[config.mk]
export PLATFORM = sky130hd
export DESIGN_NAME = i2c_master_transfer_sequencer
export DESIGN_NICKNAME = d
export VERILOG_FILES = /design/src/design/i2cms_pkg.sv /design/src/design/i2cms_core.sv /design/src/design/i2c_master_transfer_sequencer.sv
export SDC_FILE = /design/constraint.sdc
export NUM_CORES = 1
export LEC_CHECK = 0
export ABC_AREA = 1
export BUFFER_PORTS_ARGS = -buffer_cell sky130_fd_sc_hd__buf_2
export CAP_MARGIN = 20
export CORE_ASPECT_RATIO = 0.7
export CORE_MARGIN = 4
export CORE_UTILIZATION = 55
export DETAILED_ROUTE_END_ITERATION = 12
export HOLD_SLACK_MARGIN = 0.15
export PLACE_DENSITY = 0.87
export SLEW_MARGIN = 20
export SYNTH_ARGS = -nofsm -noshare
export SYNTH_HDL_FRONTEND = slang
export SYNTH_HIERARCHICAL = 1
export SYNTH_SLANG_ARGS = --single-unit
[constraint.sdc]
create_clock -name clock -period 3.3 [get_ports clock]
set_input_delay 0.99 -clock clock [delete_from_list [all_inputs] [get_ports clock]]
set_output_delay 0.99 -clock clock [all_outputs]
set_load 0.02 [all_outputs]
[src/design/i2cms_pkg.sv]
// Shared types and codes for the I2C master transfer sequencer.
// Used by i2cms_core and i2c_master_transfer_sequencer; depends on nothing.
package i2cms_pkg;

   // Item kinds on the request channel.
   localparam logic FUNC_START = 1'b0;
   localparam logic FUNC_EVENT = 1'b1;

   // Peripheral event codes.
   typedef enum logic [2:0] {
      EV_MODE_SELECT  = 3'd0,
      EV_TX_SELECTED  = 3'd1,
      EV_RX_SELECTED  = 3'd2,
      EV_TRANSMITTING = 3'd3,
      EV_TRANSMITTED  = 3'd4,
      EV_RECEIVED     = 3'd5,
      EV_RECEIVED_BTF = 3'd6,
      EV_UNKNOWN      = 3'd7
   } event_type;

   // Transfer status.
   typedef enum logic [1:0] {
      STATUS_IDLE  = 2'd0,
      STATUS_BUSY  = 2'd1,
      STATUS_ERROR = 2'd2
   } status_type;

   // Enable/disable control codes.
   localparam logic [1:0] CTL_NONE = 2'd0;
   localparam logic [1:0] CTL_ON   = 2'd1;
   localparam logic [1:0] CTL_OFF  = 2'd2;

   // Small receive-length thresholds.
   localparam int RX_ONE   = 1;
   localparam int RX_TWO   = 2;
   localparam int RX_THREE = 3;

   // Request word.
   typedef struct packed {
      logic       func;
      logic [6:0] target_address;
      logic [7:0] tx_length;
      logic [7:0] rx_length;
      logic [2:0] event_code;
      logic [7:0] next_tx_byte;
      logic [7:0] rx_byte;
   } req_type;

   // Response word.
   typedef struct packed {
      logic [7:0] write_data;
      logic       write_strobe;
      logic       start_request;
      logic       stop_request;
      logic [1:0] ack_control;
      logic       pos_set;
      logic [1:0] buffer_irq_control;
      logic [1:0] event_irq_control;
      logic [7:0] received_byte;
      logic       received_strobe;
      logic [1:0] status;
   } rsp_type;

endpackage

[src/design/i2cms_core.sv]
// Decision logic of the I2C master transfer sequencer: one request word and
// the current transfer state give the response word and the next state.
// Depends on i2cms_pkg.
module i2cms_core #(
   parameter int MAX_LENGTH = 255,
   parameter int LEN_W      = 8
) (
   input  i2cms_pkg::req_type    req,
   input  i2cms_pkg::status_type status_cur,
   input  logic [6:0]            addr_cur,
   input  logic [LEN_W-1:0]      tx_cur,
   input  logic [LEN_W-1:0]      rx_exp_cur,
   input  logic [LEN_W-1:0]      rx_done_cur,
   output i2cms_pkg::rsp_type    rsp,
   output i2cms_pkg::status_type status_nxt,
   output logic [6:0]            addr_nxt,
   output logic [LEN_W-1:0]      tx_nxt,
   output logic [LEN_W-1:0]      rx_exp_nxt,
   output logic [LEN_W-1:0]      rx_done_nxt
);
   import i2cms_pkg::*;

   localparam logic [LEN_W-1:0] MAX_L = LEN_W'(MAX_LENGTH);
   localparam logic [LEN_W-1:0] L1    = LEN_W'(RX_ONE);
   localparam logic [LEN_W-1:0] L2    = LEN_W'(RX_TWO);
   localparam logic [LEN_W-1:0] L3    = LEN_W'(RX_THREE);

   logic [16:0]      tx_wide;
   logic [16:0]      rx_wide;
   logic [LEN_W-1:0] tx_clamped;
   logic [LEN_W-1:0] rx_clamped;
   logic             hit_less3;
   logic             hit_less2;
   logic             hit_less1;
   logic             tx_some;

   // Clamp the requested lengths to the largest supported transfer.
   assign tx_wide    = 17'(req.tx_length);
   assign rx_wide    = 17'(req.rx_length);
   assign tx_clamped = (tx_wide > 17'(MAX_LENGTH)) ? MAX_L : LEN_W'(tx_wide);
   assign rx_clamped = (rx_wide > 17'(MAX_LENGTH)) ? MAX_L : LEN_W'(rx_wide);

   // Receive position tests, guarded so that the subtraction cannot wrap.
   assign hit_less3 = (rx_exp_cur >= L3) && (rx_done_cur == rx_exp_cur - L3);
   assign hit_less2 = (rx_exp_cur >= L2) && (rx_done_cur == rx_exp_cur - L2);
   assign hit_less1 = (rx_exp_cur >= L1) && (rx_done_cur == rx_exp_cur - L1);
   assign tx_some   = (tx_cur != '0);

   always_comb begin
      rsp         = '0;
      status_nxt  = status_cur;
      addr_nxt    = addr_cur;
      tx_nxt      = tx_cur;
      rx_exp_nxt  = rx_exp_cur;
      rx_done_nxt = rx_done_cur;

      if (req.func == FUNC_START) begin
         // Latch a new transfer and request START.
         addr_nxt              = req.target_address;
         tx_nxt                = tx_clamped;
         rx_exp_nxt            = rx_clamped;
         rx_done_nxt           = '0;
         status_nxt            = STATUS_BUSY;
         rsp.start_request     = 1'b1;
         rsp.event_irq_control = CTL_ON;
      end else if (status_cur == STATUS_BUSY) begin
         case (event_type'(req.event_code))
            EV_MODE_SELECT: begin
               if (tx_some) begin
                  rsp.write_data   = {addr_cur, 1'b0};
                  rsp.write_strobe = 1'b1;
               end else if (rx_exp_cur != '0) begin
                  rsp.write_data   = {addr_cur, 1'b1};
                  rsp.write_strobe = 1'b1;
               end
            end
            EV_TX_SELECTED: begin
               rsp.buffer_irq_control = CTL_ON;
               if (tx_some) begin
                  tx_nxt           = tx_cur - L1;
                  rsp.write_data   = req.next_tx_byte;
                  rsp.write_strobe = 1'b1;
               end
            end
            EV_RX_SELECTED: begin
               if (rx_exp_cur < L3) begin
                  rsp.ack_control = CTL_OFF;
                  rsp.pos_set     = (rx_exp_cur == L2);
               end else begin
                  rsp.ack_control = CTL_ON;
               end
               rsp.buffer_irq_control = CTL_ON;
            end
            EV_TRANSMITTING: begin
               if (tx_some) begin
                  if (tx_cur == L1 && rx_exp_cur == '0) begin
                     rsp.buffer_irq_control = CTL_OFF;
                  end
                  tx_nxt           = tx_cur - L1;
                  rsp.write_data   = req.next_tx_byte;
                  rsp.write_strobe = 1'b1;
               end else begin
                  rsp.buffer_irq_control = CTL_OFF;
               end
            end
            EV_TRANSMITTED: begin
               if (tx_some) begin
                  if (tx_cur == L1) begin
                     rsp.buffer_irq_control = CTL_OFF;
                  end
                  tx_nxt           = tx_cur - L1;
                  rsp.write_data   = req.next_tx_byte;
                  rsp.write_strobe = 1'b1;
               end else if (rx_exp_cur != '0) begin
                  // Switch to reading with a repeated START.
                  rsp.start_request = 1'b1;
               end else begin
                  rsp.buffer_irq_control = CTL_OFF;
                  rsp.event_irq_control  = CTL_OFF;
                  rsp.stop_request       = 1'b1;
                  status_nxt             = STATUS_IDLE;
               end
            end
            EV_RECEIVED, EV_RECEIVED_BTF: begin
               if (req.event_code == EV_RECEIVED_BTF && hit_less3) begin
                  rsp.ack_control = CTL_OFF;
               end else if (hit_less2) begin
                  rsp.ack_control  = CTL_OFF;
                  rsp.stop_request = 1'b1;
               end else if (hit_less1) begin
                  rsp.event_irq_control  = CTL_OFF;
                  rsp.buffer_irq_control = CTL_OFF;
                  status_nxt             = STATUS_IDLE;
               end
               rsp.received_byte   = req.rx_byte;
               rsp.received_strobe = 1'b1;
               if (rx_done_cur < MAX_L) begin
                  rx_done_nxt = rx_done_cur + L1;
               end
            end
            default: begin
               // Unknown event: shut interrupts off and hold the error.
               rsp.event_irq_control  = CTL_OFF;
               rsp.buffer_irq_control = CTL_OFF;
               status_nxt             = STATUS_ERROR;
            end
         endcase
      end

      rsp.status = status_nxt;
   end

endmodule

[src/design/i2c_master_transfer_sequencer.sv]
// I2C master write-then-read transfer sequencer, top level.
// Request channel carries start words and peripheral event words; the
// response channel returns one command word for each request word.
// A start word latches the target address and the clamped transmit and
// receive lengths, requests START and marks the transfer busy. Event words
// give the address byte, data bytes, repeated START, STOP, ACK/POS and
// interrupt-enable commands, hand received bytes on and report status.
// Events arriving while the transfer is not busy return only the status.
// The response word is registered at the edge that accepts the request.
// Throughput is one word per cycle; the decision is
// a single pass of logic from the request port into the response register.
// When the receiver stalls, the response register holds its word and
// req_stall rises, so a new word is taken only when the held one leaves
// in the same cycle. Reset clears the response valid flag and returns the
// transfer to idle with zero address and counts.
// Depends on i2cms_pkg and i2cms_core.
module i2c_master_transfer_sequencer #(
   parameter int MAX_LENGTH = 255
) (
   input  logic               clock,
   input  logic               reset,
   input  logic               req_valid,
   output logic               req_stall,
   input  i2cms_pkg::req_type req_word,
   output logic               rsp_valid,
   input  logic               rsp_stall,
   output i2cms_pkg::rsp_type rsp_word
);
   import i2cms_pkg::*;

   localparam int LEN_W = $clog2(MAX_LENGTH + 1);

   status_type       status_ff, status_in;
   logic [6:0]       addr_ff, addr_in;
   logic [LEN_W-1:0] tx_ff, tx_in;
   logic [LEN_W-1:0] rx_exp_ff, rx_exp_in;
   logic [LEN_W-1:0] rx_done_ff, rx_done_in;
   logic             rsp_valid_ff, rsp_valid_in;
   rsp_type          rsp_word_ff, rsp_word_in;
   rsp_type          core_rsp;
   logic             req_take;

   // Decision logic for one word.
   i2cms_core #(
      .MAX_LENGTH (MAX_LENGTH),
      .LEN_W      (LEN_W)
   ) u_core (
      .req         (req_word),
      .status_cur  (status_ff),
      .addr_cur    (addr_ff),
      .tx_cur      (tx_ff),
      .rx_exp_cur  (rx_exp_ff),
      .rx_done_cur (rx_done_ff),
      .rsp         (core_rsp),
      .status_nxt  (status_in),
      .addr_nxt    (addr_in),
      .tx_nxt      (tx_in),
      .rx_exp_nxt  (rx_exp_in),
      .rx_done_nxt (rx_done_in)
   );

   // Stall only while a held response cannot leave.
   assign req_stall = rsp_valid_ff && rsp_stall;
   assign req_take  = req_valid && !req_stall;

   // Response register control.
   always_comb begin
      rsp_valid_in = rsp_valid_ff && rsp_stall;
      rsp_word_in  = rsp_word_ff;
      if (req_take) begin
         rsp_valid_in = 1'b1;
         rsp_word_in  = core_rsp;
      end
   end

   // Transfer state and response valid flag.
   always_ff @(posedge clock) begin
      if (reset) begin
         status_ff    <= STATUS_IDLE;
         addr_ff      <= '0;
         tx_ff        <= '0;
         rx_exp_ff    <= '0;
         rx_done_ff   <= '0;
         rsp_valid_ff <= 1'b0;
      end else begin
         rsp_valid_ff <= rsp_valid_in;
         if (req_take) begin
            status_ff  <= status_in;
            addr_ff    <= addr_in;
            tx_ff      <= tx_in;
            rx_exp_ff  <= rx_exp_in;
            rx_done_ff <= rx_done_in;
         end
      end
   end

   // Response payload.
   always_ff @(posedge clock) begin
      rsp_word_ff <= rsp_word_in;
   end

   assign rsp_valid = rsp_valid_ff;
   assign rsp_word  = rsp_word_ff;

endmodule
* Word level (Yosys, flattened, before mapping) *
Cells that the tools add are included.

cells by class
  add/sub/neg operators = 5
  order comparisons = 7
  eq/ne operators = 17
  muxes and demuxes = 48
  bitwise gates (word level) = 1
  reduce and logical (&&, ||, !) cells = 22

operator list
  operator               count
  $mux W8                10
  $mux W9                4
  $mux W2                15
  $eq A8 B8 Y1           3
  $mux W18               1
  $pmux W9 S2            1
  $ge A8 B2 Y1 const B   2
  $gt A8 B8 Y1 const B   2
  $mux W4                4
  $reduce_bool A8 Y1     2
  $sub A8 B1 Y8 const B  2
  $sub A8 B2 Y8 const B  2
  $pmux W2 S3            2
  $reduce_and A4 Y1      3
  $pmux W2 S5            1
  $eq A3 B3 Y1 const B   3
  $add A8 B1 Y8 const B  1
  $eq A8 B1 Y1 const B   1
  $eq A8 B2 Y1 const B   1
  $ge A8 B1 Y1 const B   1
  $logic_not A8 Y1       1
  $lt A8 B2 Y1 const B   1
  $lt A8 B8 Y1 const B   1
  $ne A2 B1 Y1 const B   4
  other kinds (17)       32

word-level totals
  flip-flop bits (word level) = 63
  input port bits = 47
  output and inout bits = 31
  word-level logic and storage cells = 118

* Depth between registers and ports, before layout *
  word-level depth = 9
  depth in mapped cells = 19
  gate-level depth less buffers = 18

* By module *
Netlist, hierarchy kept.

by module, submodules not included
  module                         times used  cells each  area each (sq um)  seq. area each (sq um)
  i2c_master_transfer_sequencer  1           251         2387.3             1551.5
  i2cms_core                     1           392         1913.1             0.0

* Worst setup path after synthesis *
OpenSTA, ideal clock, no wires.

  kind = input to register
  from = input port rsp_stall
  to = register rsp_word_ff (netlist bit rsp_word[0]) (enable)
  setup time = 0.415 ns
  arrival = 2.741 ns
  required time = 2.885 ns
  slack = 0.144 ns
  stages on the path = 5
  buffers on the path = 2
  cells stage by stage = nand2_1 buf_4 buf_6 inv_1 nor2_1

between the ends
  cells in the longest elaborated chain, start to end = 3

ends and longest elaborated chain
  item                  line                                 source
  from (decl)           i2c_master_transfer_sequencer.sv:26  input logic rsp_stall,
  $logic_and A1 B1 Y1   i2c_master_transfer_sequencer.sv:63  assign req_stall = rsp_valid_ff && rsp_stall;
  net req_stall         i2c_master_transfer_sequencer.sv:23  output logic req_stall,
  $logic_not A1 Y1      i2c_master_transfer_sequencer.sv:64  assign req_take = req_valid && !req_stall;
  $logic_and A1 B1 Y1   i2c_master_transfer_sequencer.sv:64
  net req_take          i2c_master_transfer_sequencer.sv:41  logic req_take;
  to (signal assigned)  i2c_master_transfer_sequencer.sv:99  rsp_word_ff <= rsp_word_in;
  to (decl)             i2c_master_transfer_sequencer.sv:39  rsp_type rsp_word_ff, rsp_word_in;

The timed path passes the listed nets, and every way through them passes these cells.
A chain may end at the register's enable or synchronous reset.

==> out/results.ini <==
[sta]
rsz0062_at_grt=false
final_hold_viol_count=0
fin_crit_ps=2430
timing.fmax_mhz=412
setup_viol=0
max_slew_margin=0.503
fin_skew_ps=10.8
fin_crit_sh=0.736
maxSlewViolCount=0
final.setup.tns_ps=0
worst_pin_slew_ps=741

[job]
cap_viol_max_count=0

[floorplan]
core_area_um2=7450
start_util=0.577
io_pins=78
dieArea_um2=9320
die_w_um=114
core.rowCount=26
fp.dieH_um=82.0

[clock_tree]
clk_pin_slew_ps=80
cts_repair_resize_count=0
tritoncts=done
h-tree-depth=3
cts_inserted_buffers=9
clock_path_buffers=2
cts_sinks=63
post_cts_buffers=0
postCtsHoldBufs=0
clkLatencyLatePin_ps=350
clockRootBuffer=clkbuf_8

[drt]
wirelength_mm=10.7
drcViolationCount=0
wire_per_inst_um=13.2
first_pass_iters=7
vias=4283
drtIter0Drc=305
ant_nets=0
via_per_inst=5.28

[finish]
fin_nets=766
drive_above_1_share=0.187
diodes=0
stdcell_count=811
area_growth_pct=14.3

[min_path]
min_from=addr_ff[2]$_SDFFE_PP0P_
hold_path_end=addr_ff[2]$_SDFFE_PP0P_
whs_path_depth=2
hp-class=flop to flop

[place]
dp_hpwl_mm=7.80
place_inst=795
io_buffers=77
gp_congestion=0.944

[logic_synthesis]
ys_types=32
yosysSeqAreaShare=0.361
synth_top_cell_by_area=edfxtp_1
syn-mean-instance-area_um2=6.69
yosysMostFrequentCell=nand2_1
synth_top_area_share=0.203
yosys_warnings=6
synth_edf_count=29
async_flop_share=0
ys.flop_type=dfxtp_1
ys_top_cells_by_area=edfxtp_1 (20%), dfxtp_1 (16%), nand2_1 (12%)
ys_top_cells_by_count=nand2_1 (136), inv_1 (92), nor2_1 (84)
synth_area_um2=4300
syn_nets=701
synth_seq_cells=63
syn_inst=643

[critical_path]
worst_ep_arrival_time_ps=2670
path_max_fanout=8
r2r_slack_ps=870
crit_start=rx_exp_ff[1]$_SDFFE_PP0P_
criticalPathCategory=flop to flop
crit_path_start_kind=flop
cp-end-kind=flop
reg2reg_depth=18
crit_required_ps=3540
r2r_end=status_ff[0]$_SDFFE_PP0P_
r2r_start=rx_exp_ff[1]$_SDFFE_PP0P_

[global_routing]
antenna_found_initial=0
grt_first_pass_wirelength_mm=17.5
grt_pass1_vias=3750
grt_usage=0.234
grt_max_degree=68
grt_overflow_total=0

[pwr]
max-vdd-ir-drop_v=0.000193
power_density_nw_per_um2=448
leakage_nw=2.38

[status]
status=finished clean

[worst max-delay path, stage by stage, from the launching register on]
cell and delay [ps]:
dfxtp_1 500, inv_1 190, ha_1 290, inv_1 100, nor2_1 90, nand3_1 90, nand2_1 60, nor2_1 110
nand2_1 70, nor2_1 140, nand3_1 150, nand2_1 90, nand2_1 50, nand2_1 50, nand2_1 60, inv_1 60
nand3_1 60, nand2_1 90, nor2_1 40
[area by class of cell]
cell class                      instances  area, um2
Sequential cell                        63       1550
Fill cell                             680       2530
Clock buffer                            9        124
Inverter                              103        387
Multi-Input combinational cell        448       2200
Tap cell                               98        123
Timing Repair Buffer                   83        430
Clock inverter                          7        103
[cell families after synthesis]
| family | share of synthesized area |
|---|---|
| and+or+nand+nor | 0.317 |
| buffers and inverters | 0.129 |
| AOI/OAI and AO/OA | 0.129 |
| DFF | 0.361 |
| xor gates and xnor gates | 0.0326 |
| adders and majority gates | 0.0320 |
[flip-flops by register name, summed over array words and instances, names as in the netlist]
name	cells
tx_ff	8
rsp_word	29
addr_ff	7
rsp_valid	1
rx_done_ff	8
rx_exp_ff	8
status_ff	2
[placed cells by master, fill, tap and decap left out]
cell type   count
nand3_1        63
o21ai_1         2
xor2_1          9
xnor2_1         7
bufinv_16       2
o41ai_1         1
o21ai_2         1
buf_4           6
inv_1          92
a31oi_1         3
edfxtp_1       29
nand3_2         1
or2_2           8
o21ai_0        30
dfxtp_1        34
a21oi_1        70
clkbuf_8        9
ha_1           11
inv_6           4
clkinv_1        1
nor2_2          7
nor2_8          1
inv_2          10
nor2_4          4
clkinvlp_4      1
nor2_1         83
nand2_2         2
nand2_1       135
buf_2          77
nand4_1         4
nor4_1          2
o22ai_1         1
nor3_1          3
[where the power goes]
| part | total, mW | switching [mW] | internal, mW |
|---|---|---|---|
| Sequential | 0.909 | 0.0415 | 0.867 |
| Combinational | 0.519 | 0.341 | 0.178 |
| Clock | 0.775 | 0.340 | 0.436 |
[stage by stage]
step                      setup WS [ps]  hold WS (ps)  utilization  total power, mW  area (um2)
after detailed placement            756           468        0.629             1.44        4690
after global placement              819           463        0.629             1.41        4690
after global routing                542           512        0.660             2.33        4920
final                               872           485        0.660             2.20        4920
after floorplan                     144           446            -             1.31        4300
after CTS                           934           487        0.660             2.21        4920
[how the worst max path moves through the flow]
stage,endpoint
floorplan,rsp_word[0]$_DFFE_PP_
global placement,tx_ff[0]$_SDFFE_PP0P_
detailed placement,tx_ff[4]$_SDFFE_PP0P_
CTS,status_ff[0]$_SDFFE_PP0P_
global route,status_ff[0]$_SDFFE_PP0P_
finish,status_ff[0]$_SDFFE_PP0P_
[routing by layer]
metal  vias to the layer above  global-route usage  routed length [um]
li1                       2177                   -                   -
met1                      1906               0.322                5030
met2                       184               0.370                4600
met3                        16              0.0596                 980
met4                         0              0.0588                 122
met5                         -                   0                   0
Power figures use the tool's default switching activity.
